$ cat src/sv/pidb_pkg.sv
// Shared types and constants for the positional insert/delete buffer.
// Used by pidb_cell, pidb_ctrl and positional_insert_delete_buffer.
package pidb_pkg;

    // Store size and derived widths
    localparam int CAPACITY = 256;
    localparam int IDX_W    = $clog2(CAPACITY);
    localparam int CNT_W    = $clog2(CAPACITY + 1);

    // Fixed field widths of the item
    localparam int MODE_W   = 3;
    localparam int POS_W    = 9;
    localparam int BYTE_W   = 8;
    localparam int ST_W     = 2;
    localparam int CMP_W    = (POS_W > CNT_W) ? POS_W : CNT_W;

    // Packed stream widths
    localparam int S_DATA_W = 32;
    localparam int M_DATA_W = 24;

    // Read-out tree: groups of cells whose taps are merged and registered
    localparam int GRP      = 16;
    localparam int NGRP     = (CAPACITY + GRP - 1) / GRP;

    typedef enum logic [MODE_W-1:0] {
        MODE_GET    = 3'd0,
        MODE_SET    = 3'd1,
        MODE_INSERT = 3'd2,
        MODE_REMOVE = 3'd3,
        MODE_SLICE  = 3'd4
    } t_mode;

    typedef enum logic [ST_W-1:0] {
        ST_OK   = 2'd0,
        ST_FULL = 2'd1,
        ST_BAD  = 2'd2
    } t_status;

    typedef enum logic [1:0] {
        SH_HOLD,
        SH_SET,
        SH_INS,
        SH_REM
    } t_shift;

    typedef enum logic [1:0] {
        S_IDLE,
        S_GET,
        S_SLICE
    } t_state;

    // Command broadcast from the controller to the row of cells
    typedef struct packed {
        t_shift              op;
        logic [IDX_W-1:0]    idx;
        logic                grab;
        logic [BYTE_W-1:0]   data;
    } t_cell_cmd;

    // Per-cell load selection
    typedef struct packed {
        logic load_data;
        logic take_left;
        logic take_right;
    } t_cell_ctl;

endpackage

$ cat src/sv/pidb_cell.sv
// One storage cell of the buffer row: a byte register fed from its
// neighbours or the request data. Depends on pidb_pkg.
module pidb_cell
    import pidb_pkg::*;
(
    input  logic              i_clk,
    input  t_cell_ctl         i_ctl,
    input  logic              i_pick,
    input  logic [BYTE_W-1:0] i_data,
    input  logic [BYTE_W-1:0] i_left,
    input  logic [BYTE_W-1:0] i_right,
    output logic [BYTE_W-1:0] o_byte,
    output logic [BYTE_W-1:0] o_tap
);

    logic [BYTE_W-1:0] r_byte;

    // Load new byte, take from a neighbour, or hold
    always_ff @(posedge i_clk) begin
        if (i_ctl.load_data) begin
            r_byte <= i_data;
        end else if (i_ctl.take_left) begin
            r_byte <= i_left;
        end else if (i_ctl.take_right) begin
            r_byte <= i_right;
        end
    end

    assign o_byte = r_byte;
    // Drive the read tap only when this cell is addressed
    assign o_tap  = i_pick ? r_byte : '0;

endmodule

$ cat config.mk
export PLATFORM = sky130hd
export DESIGN_NAME = pidb_cell
export DESIGN_NICKNAME = d
export VERILOG_FILES = /design/src/sv/pidb_pkg.sv /design/src/sv/pidb_cell.sv
export SDC_FILE = /design/constraint.sdc
export NUM_CORES = 1
export LEC_CHECK = 0
export ABC_CLOCK_PERIOD_IN_PS = 3300
export CAP_MARGIN = 20
export CORE_AREA = 4 4 41 43
export DETAILED_ROUTE_END_ITERATION = 6
export DIE_AREA = 0 0 45 47
export DONT_BUFFER_PORTS = 1
export PLACE_DENSITY = 0.46
export SYNTH_ARGS = -nofsm -noshare
export SYNTH_HDL_FRONTEND = slang
export SYNTH_SLANG_ARGS = --single-unit
$ cat constraint.sdc
create_clock -name i_clk -period 3.3 [get_ports i_clk]
set_clock_uncertainty 0.15 [all_clocks]
set_input_delay 0 -clock i_clk [delete_from_list [all_inputs] [get_ports i_clk]]
set_output_delay 0 -clock i_clk [all_outputs]
set_load 0.005 [all_outputs]
==> flow_summary.yaml <==
clock_network:
  htreeDepth: 1
  cts_resized: 0
  cts_tree: "done"
  cts_buffers: 3
  clock-root-buffer: "clkbuf_4"
  clock-sinks: 8
  cts.clk_slew.worst_paths_ns: 0.05
  clockBufferDepth: 2
synth:
  synthesis.nets: 72
  synth_top_area_cell: "edfxtp_1"
  synthTopCellsByArea: "edfxtp_1, mux2i_1, and2_1"
  yosysSeqAreaShare_pct: 51.89
  synth_cells: 43
  synth_area_per_cell_um2: 10.77
  netlist_area_um2: 462.9
  synth.distinct_cells: 8
  synthDominantCellAreaShare_pct: 51.89
  ys_warn_count: 0
  synth-seq-cells: 8
sta:
  setup_viol: 0
  rsz0062_at_grt: "false"
  slew_headroom_pct: 72.49
  min_period_over_period_pct: 64.81
  fmax_mhz: 467.6
  tns_ns: 0
  hold_viol: 0
  maxSlewViolCount: 0
  fin_crit_ns: 2.139
  worst_pin_slew_ns: 0.4112
grt:
  grt_pass1_wl_um: 1545
  antenna_found_initial: 0
  overflow: 0
  grt_util_all_layers_pct: 10.65
  grt_pass1_vias: 412
  grt_max_degree: 17
worst_setup_path:
  worstSetupEndpointType: "flip-flop"
  arrival_ns: 1.98
  cp_max_fo: 16
  required_ns: 3.14
  critPathKind: "input port to flip-flop"
  start_kind: "input port"
power_and_ir_drop:
  p_sw_w: 0.00004939
  p_seq_share_pct: 54.4
  powerDensity_nw_per_um2: 369.0
  p_leak_nw: 0.2733
  p_clk_share_pct: 27.4
  switching_share_pct: 20.03
  ir_drop_mv: 0.1254
  intPower_w: 0.0001972
  combPwrFrac_pct: 18.2
detailed_routing:
  drtIter0Drc: 2
  wirelength_um: 924
  vias: 403
  dr.pass1.iters: 2
  drt-wirelength-per-cell_um: 12.00
  drtAntennaViolNets: 0
  drc: 0
  viasPerCell: 5.234
die:
  dieHeight_um: 47
  io_pins: 45
  die_area_um2: 2115
  num_rows: 13
  start_util_pct: 35.58
  fp.coreArea_um2: 1301
  die_w_um: 45
flow_run:
  cap_violations: 0
placement:
  port_buffers: 0
  place_inst: 56
  place_congestion: 0.6345
cells_and_area:
  area_delta_synth_final_pct: 44.32
  fin_nets: 93
  diodes: 0
  final_common_cell: "dlygate4sd3_1"
  num-fill-cells: 120
  instances_no_fill: 77
  post-route-util_pct: 51.35
  largest_reg_flops: 8
  drive_gt1_share_pct: 4.839
min_path:
  hp-class: "input port to flip-flop"
run_status:
  status: "finished, final reports clean"
-- cell usage after synthesis --
cell type and n:
o21ai_0 8, mux2i_1 8, and2_1 8, edfxtp_1 8, nand2_1 8, buf_2 1
or3_1 1, buf_6 1
-- final timing paths --
kind	start	end	slack, ns	cells past startpoint
setup / recovery	i_ctl[2]	o_byte[4]	1.16	5
hold / removal	i_ctl[0]	o_byte[4]	0.05	1
-- layout make-up --
class	count	area (um^2)	share of cell area, %
clock buffer	3	22.52	3.371
timing repair buffer	18	180.2	26.97
multi-input combinational	33	206.4	30.90
sequential	8	240.2	35.95
tap	15	18.77	2.809
-- per-layer routing --
metal | routed length [um] | track usage [%] | vias up
li1 | - | - | 193
met1 | 323 | 11.58 | 163
met2 | 377 | 16.10 | 45
met3 | 204 | 2.299 | 2
met4 | 17 | 12.28 | 0
met5 | 0 | 0 | -
-- metrics by stage --
stage | area [um^2] | total power, W | hold WS (ns) | worst slack [ns]
after floorplan | 462.9 | 0.0001569 | -0.03966 | 2.239
after global placement | 465.4 | 0.0001585 | -0.02764 | 2.341
after detailed placement | 465.4 | 0.0001587 | -0.03413 | 2.334
after CTS | 668.1 | 0.0002516 | 0.05360 | 1.174
after global routing | 668.1 | 0.0002666 | 0.08101 | 1.069
final | 668.1 | 0.0002466 | 0.05467 | 1.161
-- cells by family after synthesis --
group	after synthesis	share of synthesized area, %
AND/OR/NAND/NOR	17	18.65
buffers and inverters	2	3.512
AO/OA/AOI/OAI	8	8.649
flip-flops	8	51.89
multiplexers	8	17.30
-- what timing repair did --
action / CTS / global route
endpoints found under the setup margin: 0 / 0
hold buffers: 18 / 0
setup buffers: 0 / 0
endpoints found under the hold margin: 16 / 0
-- worst max-delay path, stage by stage --
cell           delay, ns
dlygate4sd3_1       0.70
nand2_1             0.10
dlygate4sd3_1       0.54
o21ai_0             0.07
dlygate4sd3_1       0.57
-- power by group through the flow --
| stage | sequential [W] | combinational [W] | clock, W |
|---|---|---|---|
| after floorplan | 0.000134 | 0.0000233 | 0 |
| after global placement | 0.000136 | 0.0000220 | 0 |
| after detailed placement | 0.000136 | 0.0000222 | 0 |
| after CTS | 0.000135 | 0.0000451 | 0.0000719 |
| after global routing | 0.000136 | 0.0000511 | 0.0000800 |
| final | 0.000134 | 0.0000448 | 0.0000677 |
Power figures use the tool's default switching activity.
