File: config.mk
export PLATFORM = sky130hd
export DESIGN_NAME = pidb_ctrl
export DESIGN_NICKNAME = d
export VERILOG_FILES = /design/src/sv/pidb_pkg.sv /design/src/sv/pidb_ctrl.sv
export SDC_FILE = /design/constraint.sdc
export NUM_CORES = 1
export LEC_CHECK = 0
export BUFFER_PORTS_ARGS = -buffer_cell sky130_fd_sc_hd__buf_2
export CAP_MARGIN = 25
export CORE_MARGIN = 5
export CORE_UTILIZATION = 49
export DETAILED_ROUTE_END_ITERATION = 16
export HOLD_SLACK_MARGIN = 0.03
export PLACE_DENSITY_LB_ADDON = 0.05
export RECOVER_POWER = 50
export SYNTH_ARGS = -nofsm -noshare
export SYNTH_HDL_FRONTEND = slang
export SYNTH_SLANG_ARGS = --single-unit
File: constraint.sdc
create_clock -name i_clk -period 5.4 [get_ports i_clk]
set_clock_uncertainty 0.1 [all_clocks]
set_input_delay 1.08 -clock i_clk [delete_from_list [all_inputs] [get_ports i_clk]]
set_output_delay 1.08 -clock i_clk [all_outputs]
set_load 0.1 [all_outputs]
File: src/sv/pidb_pkg.sv
// Shared types and constants for the positional insert/delete buffer.
// Used by pidb_cell, pidb_ctrl and positional_insert_delete_buffer.
package pidb_pkg;

    // Store size and derived widths
    localparam int CAPACITY = 256;
    localparam int IDX_W    = $clog2(CAPACITY);
    localparam int CNT_W    = $clog2(CAPACITY + 1);

    // Fixed field widths of the item
    localparam int MODE_W   = 3;
    localparam int POS_W    = 9;
    localparam int BYTE_W   = 8;
    localparam int ST_W     = 2;
    localparam int CMP_W    = (POS_W > CNT_W) ? POS_W : CNT_W;

    // Packed stream widths
    localparam int S_DATA_W = 32;
    localparam int M_DATA_W = 24;

    // Read-out tree: groups of cells whose taps are merged and registered
    localparam int GRP      = 16;
    localparam int NGRP     = (CAPACITY + GRP - 1) / GRP;

    typedef enum logic [MODE_W-1:0] {
        MODE_GET    = 3'd0,
        MODE_SET    = 3'd1,
        MODE_INSERT = 3'd2,
        MODE_REMOVE = 3'd3,
        MODE_SLICE  = 3'd4
    } t_mode;

    typedef enum logic [ST_W-1:0] {
        ST_OK   = 2'd0,
        ST_FULL = 2'd1,
        ST_BAD  = 2'd2
    } t_status;

    typedef enum logic [1:0] {
        SH_HOLD,
        SH_SET,
        SH_INS,
        SH_REM
    } t_shift;

    typedef enum logic [1:0] {
        S_IDLE,
        S_GET,
        S_SLICE
    } t_state;

    // Command broadcast from the controller to the row of cells
    typedef struct packed {
        t_shift              op;
        logic [IDX_W-1:0]    idx;
        logic                grab;
        logic [BYTE_W-1:0]   data;
    } t_cell_cmd;

    // Per-cell load selection
    typedef struct packed {
        logic load_data;
        logic take_left;
        logic take_right;
    } t_cell_ctl;

endpackage

File: src/sv/pidb_ctrl.sv
// Request decoder, length counter, slice sequencer and result register.
// Depends on pidb_pkg; drives the cell row through t_cell_cmd.
module pidb_ctrl
    import pidb_pkg::*;
(
    input  logic                         i_clk,
    input  logic                         i_rst_n,
    input  logic                         i_req_valid,
    output logic                         o_req_ready,
    input  logic [MODE_W-1:0]            i_mode,
    input  logic [POS_W-1:0]             i_pos,
    input  logic [POS_W-1:0]             i_end,
    input  logic [BYTE_W-1:0]            i_data,
    input  logic [NGRP-1:0][BYTE_W-1:0]  i_part,
    output t_cell_cmd                    o_cmd,
    output logic                         o_res_valid,
    input  logic                         i_res_ready,
    output logic [BYTE_W-1:0]            o_read,
    output logic [POS_W-1:0]             o_fill,
    output logic [ST_W-1:0]              o_status
);

    t_state            r_state, n_state;
    logic [CNT_W-1:0]  r_used, n_used;
    logic [CNT_W-1:0]  r_left, n_left;
    logic [IDX_W-1:0]  r_pos, n_pos;
    logic              r_ov, n_ov;
    logic [BYTE_W-1:0] r_read, n_read;
    logic [POS_W-1:0]  r_fill, n_fill;
    t_status           r_stat, n_stat;

    logic              out_free;
    logic              accept;
    logic              load;
    logic [CMP_W-1:0]  ex_pos, ex_end, ex_used, ex_span;
    logic [BYTE_W-1:0] merged;

    assign out_free    = !r_ov || i_res_ready;
    assign o_req_ready = (r_state == S_IDLE) && out_free;
    assign accept      = i_req_valid && o_req_ready;

    assign ex_pos  = CMP_W'(i_pos);
    assign ex_end  = CMP_W'(i_end);
    assign ex_used = CMP_W'(r_used);
    assign ex_span = ex_end - ex_pos;

    // Merge the registered group taps
    always_comb begin
        merged = '0;
        for (int g = 0; g < NGRP; g++) begin
            merged = merged | i_part[g];
        end
    end

    // Next state, cell command and result
    always_comb begin
        n_state    = r_state;
        n_used     = r_used;
        n_left     = r_left;
        n_pos      = r_pos;
        load       = 1'b0;
        n_read     = '0;
        n_stat     = ST_OK;
        o_cmd.op   = SH_HOLD;
        o_cmd.idx  = (r_state == S_SLICE) ? r_pos : IDX_W'(ex_pos);
        o_cmd.grab = 1'b0;
        o_cmd.data = i_data;

        case (r_state)
            S_IDLE: begin
                if (accept) begin
                    case (t_mode'(i_mode))
                        MODE_GET: begin
                            if (ex_pos < ex_used) begin
                                o_cmd.grab = 1'b1;
                                n_state    = S_GET;
                            end else begin
                                load   = 1'b1;
                                n_stat = ST_BAD;
                            end
                        end
                        MODE_SET: begin
                            load = 1'b1;
                            if (ex_pos < ex_used) begin
                                o_cmd.op = SH_SET;
                            end else begin
                                n_stat = ST_BAD;
                            end
                        end
                        MODE_INSERT: begin
                            load = 1'b1;
                            if (ex_pos > ex_used) begin
                                n_stat = ST_BAD;
                            end else if (r_used == CNT_W'(CAPACITY)) begin
                                n_stat = ST_FULL;
                            end else begin
                                o_cmd.op = SH_INS;
                                n_used   = r_used + CNT_W'(1);
                            end
                        end
                        MODE_REMOVE: begin
                            load = 1'b1;
                            if (ex_pos < ex_used) begin
                                o_cmd.op = SH_REM;
                                n_used   = r_used - CNT_W'(1);
                            end else begin
                                n_stat = ST_BAD;
                            end
                        end
                        MODE_SLICE: begin
                            if (ex_pos < ex_used && ex_end <= ex_used &&
                                    ex_end > ex_pos) begin
                                // First removal now, the rest one per cycle, the last once the result register is free
                                o_cmd.op = SH_REM;
                                n_used   = r_used - CNT_W'(1);
                                if (ex_span == CMP_W'(1)) begin
                                    load = 1'b1;
                                end else begin
                                    n_left  = CNT_W'(ex_span) - CNT_W'(1);
                                    n_pos   = IDX_W'(ex_pos);
                                    n_state = S_SLICE;
                                end
                            end else begin
                                load   = 1'b1;
                                n_stat = ST_BAD;
                            end
                        end
                        default: begin
                            load   = 1'b1;
                            n_stat = ST_BAD;
                        end
                    endcase
                end
            end
            S_GET: begin
                // Deliver the byte once the result register is free
                if (out_free) begin
                    load    = 1'b1;
                    n_read  = merged;
                    n_state = S_IDLE;
                end
            end
            S_SLICE: begin
                // Advance while work remains; hold the last step for the output
                if (r_left != CNT_W'(1) || out_free) begin
                    o_cmd.op = SH_REM;
                    n_used   = r_used - CNT_W'(1);
                    n_left   = r_left - CNT_W'(1);
                    if (r_left == CNT_W'(1)) begin
                        load    = 1'b1;
                        n_state = S_IDLE;
                    end
                end
            end
            default: begin
                n_state = S_IDLE;
            end
        endcase

        n_fill = POS_W'(n_used);
        n_ov   = load ? 1'b1 : (r_ov && !i_res_ready);
    end

    // Control registers
    always_ff @(posedge i_clk) begin
        if (!i_rst_n) begin
            r_state <= S_IDLE;
            r_used  <= '0;
            r_ov    <= 1'b0;
        end else begin
            r_state <= n_state;
            r_used  <= n_used;
            r_ov    <= n_ov;
        end
    end

    // Sequencer and result payload
    always_ff @(posedge i_clk) begin
        r_left <= n_left;
        r_pos  <= n_pos;
        if (load) begin
            r_read <= n_read;
            r_fill <= n_fill;
            r_stat <= n_stat;
        end
    end

    assign o_res_valid = r_ov;
    assign o_read      = r_read;
    assign o_fill      = r_fill;
    assign o_status    = r_stat;

endmodule

==> results of run 1 <==
-- layer usage --
layer	part of all wire	wire length [µm]	track usage	vias to the layer above
met2	0.49	7780	0.449	268
met1	0.38	6060	0.326	2298
met5	0.0013	20	0	-
met4	0.031	501	0.109	2
li1	-	-	-	2395
met3	0.099	1590	0.0770	53
-- metrics by stage --
step                hold WS, ns  worst slack (ns)   util  power, mW
finish                    0.542             0.393  0.621       1.08
global route              0.595             0.253  0.621       1.14
CTS                       0.533             0.763  0.628       1.09
detailed placement        0.520             0.870  0.618      0.873
floorplan                 0.475             0.213      -      0.770
global placement          0.510             0.956  0.618      0.867
-- tightest hold or removal path: cells and delay by family, from the launching register on --
family          cells  cell delay (ns)
compound gates      2             0.23
flops               1             0.38
-- cell usage after synthesis (all sizes together) (5+ instances only) --
master  number  area share
a211oi       5      0.0084
a21oi       31       0.035
a31oi        9       0.014
and3         6      0.0090
and4        10       0.020
buf         12       0.018
clkbuf      17       0.014
dfxtp       12       0.054
edfxtp      36        0.24
ha          33       0.093
inv         31       0.026
nand2       47       0.040
nand3       24       0.027
nand4        6      0.0084
nor2        43       0.036
nor2b        5      0.0087
nor3        18       0.020
nor4        36       0.050
o211ai       9       0.015
o21ai       43       0.049
o22ai        7       0.011
o31ai        6       0.010
or3          5      0.0070
xnor2       17       0.035
xor2         6       0.012
-- state kept, by name (all words and copies together) (netlist names) --
| register | cells |
|---|---|
| o_res_valid | 1 |
| r_state | 2 |
| r_left | 9 |
| ex_used | 9 |
| o_status | 2 |
| o_read | 8 |
| r_pos | 8 |
| o_fill | 9 |
-- final timing paths --
| path | end | cells past startpoint | slack, ns |
|---|---|---|---|
| setup / recovery | o_cmd[18] | 11 | 0.39 |
| hold / removal | r_state[1] | 2 | 0.54 |
| setup reg to reg | o_fill[2] | 9 | 1.44 |
| hold reg to reg | r_state[1] | 2 | 0.54 |
-- cell type report --
| cell class | count | area [µm²] | share of cell area |
|---|---|---|---|
| well taps | 108 | 135 | 0.0247 |
| clock buffers | 5 | 68.8 | 0.0126 |
| diodes | 1 | 2.50 | 0.000457 |
| repair buffers | 189 | 942 | 0.172 |
| flip-flops and latches | 48 | 1320 | 0.241 |
| clock inverters | 3 | 23.8 | 0.00434 |
| inverters | 33 | 124 | 0.0226 |
| multi-input cells | 429 | 2860 | 0.522 |
-- kinds of logic (layout without fill, tap and decap cells) --
logic type                 after synthesis  in the layout  share of synthesized area
buffers and inverters                   62            230                     0.0603
adders and majority gates               34             34                     0.0971
muxes                                    5              5                     0.0115
xor gates and xnor gates                23             23                     0.0468
and+or+nand+nor                        213            213                      0.254
other                                    0              1                          0
AOI/OAI and AO/OA                      154            154                      0.234
DFF                                     48             48                      0.296
-- power by group through the flow --
stage / logic (mW) / registers [mW] / clock network, mW
final: 0.436 / 0.427 / 0.221
after global routing: 0.469 / 0.429 / 0.246
after CTS: 0.439 / 0.427 / 0.226
after detailed placement: 0.438 / 0.435 / 0
after global placement: 0.432 / 0.435 / 0
after floorplan: 0.256 / 0.514 / 0
==> impl_results.md, run 1 <==
* Post-route setup TNS at 0 ns
* Mapped Avg Cell Area at approximately 8.3 µm²
* TritonCTS clock tree: yes
* CTS H-tree depth at 2
* Post-CTS Resized at 0
* Reg clk slew, reported paths at 0.09 ns
* Initial antenna violation count at 2
* CTS root buf: clkbuf_8
* Final setup viols at 0
* Router iterations before antenna repair at 6
* Top_reg_cell synth: edfxtp_1
* Final Hold Fails at 0
* Unrepaired setup endpoints after global routing: false
* CP max FO at 6
* Seq/Total Area, Yosys at 0.296
* EDFF count, synth at 36
* Setup Fix Bufs, Post-CTS at 0
* 1st-iter DRT viols at between 400 and 500
* Slowest Stage Delay on Critical Path at about 0.78 ns
* Reg power frac at 0.394
* Worst setup EP type: primary output
* Initial Utilization at 0.507
* Placed instance count at around 810
* Chip Width at about 110 µm
* Count of different cell masters after synthesis at 72
* Worst Hold Class: reg2reg
* Area growth from synthesis to layout at 22.7%
* Rel. slew slack at 0.165
* Drt drc at 0
* WP data required at 4.22 ns
* Largest net degree at the start of global routing at 26
* Post-layout min period at 5.01 ns
* Gate power share at 0.402
* Vias in the first global route at about 4700
* Nets at ~900
* Via density at slightly above 6
* Post-Syn Instances at between 500 and 600
* P_int at about 0.65 mW
* All-Layer GR Usage at 0.269
* Period utilization at 0.927
* Final wirelength at about 16000 µm
* Fmax achieved at about 0.2 GHz
* CP delay by family, top: compound AO/OA/AOI/OAI gates
* Synth warn at 0
* Placed cell area at 5440 µm²
* Worst Tran Pin Value at ~1.3 ns
* Most Frequent Cell on Critical Path: a21oi_1
* GR Overflow Total at 0
* Core Region at roughly 8800 µm²
* Commonest non-fill, non-tap cell in the layout: buf_2
* Crit start category: primary input
* Sw frac at 0.403
* Worst VDD drop at between 0.1 and 0.15 mV
* R2R Path Start: ex_used[4]
* Syn nets at approximately 730
* Wire per inst at 19.6 µm
* Hold path startpoint: r_state[1]
* Fillcell total at ~840
* Sw power at approximately 0.44 mW
* Rows at 34
* Clk pwr share at 0.204
* PD cells at 198 nW/µm²
* Post-CTS Hold Buffers at 0
* Via count at between 5000 and 6000
* Synth Register Bits at 48
* Worst EP arrival at between 3 and 4 ns
* Final Non-Filler Cells at 816
* I/O Buffers at roughly 180
* Bufs on Longest Clock Path at 2
* Run status: completed
* First-pass GRT wire length at roughly 24000 µm
* Final Max Slew Viols at 0
* Setup CP Type: in2out
* Most frequent cells in the layout: buf_2, nand2_1, nor2_1
* Max cap viols at 0
* Final Cell Area at 5470 µm²
* Crit path from: i_end[2]
* Asr flop ratio synth at 0
* Crit path cell chain: buf_2 -> ha_1 -> a21oi_1 -> o21ai_0 -> a2111oi_0 -> a21oi_1 -> nor2_1 -> clkbuf_1 -> o22ai_1 -> inv_1 -> buf_12
* Final Wtd Congestion at roughly 0.95
* Antenna-violating nets left at 0
* Total CTS buffers at 5
* I/O Pins at between 200 and 250
* Die height at 105 µm
* Static Leak at between 2 and 2.5 nW
* Sink Count at 48
* Die ar. at approximately 11000 µm²
* Skew-Pair Late Insertion Delay at ~0.31 ns
* Share of layout cells above drive strength 1 at 0.252
* Post-DP HPWL at between 10000 and 15000 µm
* Slowest CP cell: a2111oi_0
* Bufs and invs on worst path at 4
* Cell Area, Synth at about 4500 µm²
Note: power is estimated with default switching activity, not from simulation.
==> run 2: changes to the inputs <==
- BUFFER_PORTS_ARGS: -buffer_cell sky130_fd_sc_hd__buf_2 -> not set
- CORE_UTILIZATION: 49 -> 65
- DONT_BUFFER_PORTS: not set -> 1
==> impl_results.md, run 2 (synthesis results as in run 1) <==
* Run status: completed
* Vias in the first global route at approximately 4200
* Setup Fix Bufs, Post-CTS at 0
* Router iterations before antenna repair at 6
* Reg clk slew, reported paths at roughly 0.09 ns
* Antenna-violating nets left at 0
* Placed cell area at roughly 4600 µm²
* Rel. slew slack at 0.0904
* Share of layout cells above drive strength 1 at 0.0775
* Largest net degree at the start of global routing at 20
* Core Region at 6720 µm²
* Static Leak at 1.69 nW
* Via count at around 4400
* Skew-Pair Late Insertion Delay at between 0.3 and 0.4 ns
* Fmax achieved at slightly above 0.2 GHz
* Die height at between 90 and 100 µm
* PD cells at about 220 nW/µm²
* Die ar. at roughly 8600 µm²
* CTS H-tree depth at 2
* Commonest non-fill, non-tap cell in the layout: nand2_1
* Final Hold Fails at 0
* I/O Pins at between 200 and 250
* Post-CTS Hold Buffers at 0
* Most frequent cells in the layout: nand2_1, nor2_1, nor4_1, edfxtp_1
* Worst EP arrival at roughly 3.8 ns
* Post-DP HPWL at 12300 µm
* Sink Count at 48
* Rows at 30
* Final Wtd Congestion at between 0.9 and 1
* Initial Utilization at 0.664
* Chip Width at just over 90 µm
* Area growth from synthesis to layout at 3.31%
* All-Layer GR Usage at 0.338
* Max cap viols at 0
* WP data required at between 4 and 5 ns
* CTS root buf: clkbuf_8
* Fillcell total at about 580
* Overall power at around 1.0 mW
* Hold Worst Slack at around 0.53 ns
* Drt drc at 0
* Worst Tran Pin Value at about 1.4 ns
* CP max FO at 11
* Via density at just over 7
* TritonCTS clock tree: yes
* Period utilization at 0.914
* Setup CP Type: reg2out
* Wire per inst at 24.8 µm
* Total CTS buffers at 5
* Crit start category: register
* Worst Hold Class: reg2reg
* 1st-iter DRT viols at ~430
* Post-route setup TNS at 0 ns
* Final Max Slew Viols at 0
* Final setup viols at 0
* Nets at 723
* I/O Buffers at 0
* Initial antenna violation count at 3
* Worst VDD drop at between 0.1 and 0.15 mV
* First-pass GRT wire length at 22600 µm
* Post-CTS Resized at 0
* GR Overflow Total at 0
* R2R setup slack at 1.52 ns
* Final Cell Area at around 4600 µm²
* Unrepaired setup endpoints after global routing: false
* Final wirelength at around 15000 µm
* Final Util at 0.686
* Bufs on Longest Clock Path at 2
* Post-layout min period at 4.94 ns
* Worst setup EP type: primary output
[run 2: cell count changes in the layout (fill, tap and decap cells not counted), sizes merged]
cell	change
buf	-145
clkbuf	-32
clkinv	+1
clkinvlp	-2
diode	+1
[run 2: final timing paths]
check	start	end	cells past startpoint
max	ex_used[5]	o_cmd[18]	10
min	ex_used[6]	ex_used[6]	2
max reg2reg	ex_used[5]	r_pos[4]	9
min reg2reg	ex_used[6]	ex_used[6]	2
[run 2: power breakdown]
| group | internal, mW | total [mW] | leakage, nW | switching (mW) |
|---|---|---|---|---|
| Clock | 0.102 | 0.222 | 0.0510 | 0.120 |
| Combinational | 0.0981 | 0.285 | 1.19 | 0.187 |
| Sequential | 0.418 | 0.509 | 0.443 | 0.0908 |
| Total | 0.618 | 1.02 | 1.69 | 0.398 |
[run 2: worst max-delay path: stages (launching register included)]
cell	delay, ns
dfxtp_1	0.61
inv_1	0.27
ha_1	0.25
a211oi_1	0.30
nor2_1	0.10
a2111oi_0	0.57
a21oi_1	0.17
nor2_1	0.53
o22ai_1	0.27
inv_1	0.17
buf_12	0.18
[run 2: metrics by stage]
step                      worst slack [ns]  instances
after global routing                 0.338        611
after detailed placement             0.729        600
after floorplan                      0.213        539
after CTS                            0.652        608
final                                0.463        611
after global placement               0.842        600
[run 2: layer usage]
metal / up-vias / track usage / part of all wire
li1: 2044 / - / -
met1: 2063 / 0.434 / 0.39
met2: 290 / 0.541 / 0.47
met3: 45 / 0.0910 / 0.11
met4: 2 / 0.132 / 0.039
met5: - / 0 / 0.00046
[run 2: cell type report]
class,instances,area (µm²),area share
Sequential cell,48,1320,0.287
Antenna cell,2,5.00,0.00109
Inverter,33,124,0.0269
Clock buffer,6,82.6,0.0179
Clock inverter,2,10.0,0.00217
Timing Repair Buffer,11,97.6,0.0212
Tap cell,80,100,0.0217
Multi-Input combinational cell,429,2870,0.622
==> run 3: changes to the inputs <==
- REMOVE_ABC_BUFFERS: not set -> 1
==> impl_results.md, run 3 (synthesis results as in run 1) <==
* Via density at about 7.3
* First-pass GRT wire length at ~23000 µm
* R2R Path Start: ex_used[5]
* Worst VDD drop at between 0.15 and 0.2 mV
* Post-CTS Hold Buffers at 0
* Total CTS buffers at 5
* Period utilization at 0.885
* Antenna-violating nets left at 0
* Via count at ~4500
* Drt drc at 0
* Run status: completed
* Setup Fix Bufs, Post-CTS at 0
* Core Region at roughly 6700 µm²
* All-Layer GR Usage at 0.339
* Reg power frac at 0.494
* Sw frac at 0.394
* Router iterations before antenna repair at 5
* Die ar. at ~8600 µm²
* Initial Utilization at 0.664
* Clk pwr share at 0.225
* Nets at about 730
* GR Overflow Total at 0
* Post-layout min period at 4.78 ns
* Rows at 30
* Die height at between 90 and 100 µm
* R2R cell count at 10
* Place WS at approximately 0.83 ns
* R2R setup slack at ~1.4 ns
* Sw power at between 0.4 and 0.5 mW
* RR Endpoint: r_pos[2]
* Setup CP Type: reg2out
* Unrepaired setup endpoints after global routing: false
* Final Non-Filler Cells at roughly 620
* Largest net degree at the start of global routing at 26
* Vias in the first global route at 4352
* Worst hold stages at 2
* Crit path from: ex_used[5]
* TritonCTS clock tree: yes
* Crit start category: register
* Most frequent cells in the layout: nand2_1, nor2_1, nor4_1, edfxtp_1
* Wire per inst at ~24 µm
* Final setup viols at 0
* Area growth from synthesis to layout at 4.74%
* Commonest non-fill, non-tap cell in the layout: nand2_1
* P_int at slightly above 0.6 mW
* Skew-Pair Late Insertion Delay at 0.31 ns
* WHS Endpoint: ex_used[6]
* Placed instance count at approximately 600
* Sink Count at 48
* Placed cell area at approximately 4600 µm²
* I/O Buffers at 0
* Rel. slew slack at 0.150
* Initial antenna violation count at 2
* Final Cell Area at 4670 µm²
* Max cap viols at 0
* 1st-iter DRT viols at around 380
* Bufs on Longest Clock Path at 2
* Fmax achieved at between 0.2 and 0.25 GHz
* Gate power share at 0.281
* Reg clk slew, reported paths at 0.09 ns
* Final Wtd Congestion at a little under 1
* Worst Hold Class: reg2reg
* Worst setup EP type: primary output
* Worst EP arrival at between 3 and 4 ns
* Final Hold Fails at 0
* Share of layout cells above drive strength 1 at 0.0882
* WP data required at about 4.2 ns
* Post-DP HPWL at roughly 12000 µm
* CTS H-tree depth at 2
* Chip Width at 92.8 µm
* Final worst slack at around 0.6 ns
* Worst Tran Pin Value at roughly 1.3 ns
* Final wirelength at between 10000 and 15000 µm
* Static Leak at 1.73 nW
* Hold path startpoint: ex_used[6]
* CP max FO at 16
* Post-CTS Resized at 0
* I/O Pins at around 200
* PD cells at 220 nW/µm²
* Final Max Slew Viols at 0
* CTS root buf: clkbuf_8
## run 3: changes by cell type in the layout (fill, tap and decap cells not counted), sizes merged
cell / change
buf: +3
clkbuf: +2
clkinv: -2
clkinvlp: +1
## run 3: stage by stage
stage	util	setup TNS [ns]	hold slack (ns)	total power [mW]
after floorplan	-	-1.05	0.452	0.735
after CTS	0.697	0	0.519	1.03
final	0.695	0	0.522	1.03
after global routing	0.695	0	0.552	1.07
after detailed placement	0.683	0	0.510	0.801
after global placement	0.683	0	0.509	0.797
## run 3: layer usage
layer,vias to the layer above,GRT usage,share of wire
met2,301,0.564,0.49
met4,0,0.155,0.041
met1,2121,0.419,0.37
li1,2050,-,-
met5,-,0,0
met3,46,0.0699,0.10
## run 3: area by class of cell
type / count / area (µm²)
Clock inverter: 1 / 7.51
Multi-Input combinational cell: 429 / 2900
Inverter: 33 / 124
Clock buffer: 7 / 86.3
Fill cell: 570 / 2050
Sequential cell: 48 / 1320
Timing Repair Buffer: 15 / 130
Tap cell: 80 / 100
Antenna cell: 2 / 5.00
## run 3: how the worst max path moves through the flow
| stage | to | slack [ns] |
|---|---|---|
| floorplan | o_cmd[17] | -1.05 |
| global placement | o_fill[0] | 0.92 |
| detailed placement | o_read[3] | 0.83 |
| CTS | o_cmd[18] | 0.95 |
| global route | o_cmd[17] | 0.40 |
| finish | o_cmd[17] | 0.62 |
## run 3: critical path, stage by stage, from the launching register on
cell	delay [ns]
dfxtp_1	0.58
inv_1	0.25
ha_1	0.25
a211oi_1	0.25
nor2_1	0.11
nor3_1	0.13
clkbuf_1	0.59
o2111ai_1	0.27
nor2_1	0.16
buf_4	0.19
a31oi_1	0.07
o21ai_2	0.23
buf_12	0.21
## run 3: power groups by stage
stage / sequential [mW] / combinational [mW] / clock [mW]
3_3_place_gp: 0.516 / 0.281 / 0
3_5_place_dp: 0.516 / 0.286 / 0
4_1_cts: 0.507 / 0.288 / 0.233
2_1_floorplan: 0.517 / 0.218 / 0
6_report: 0.507 / 0.289 / 0.231
5_1_grt: 0.509 / 0.316 / 0.248
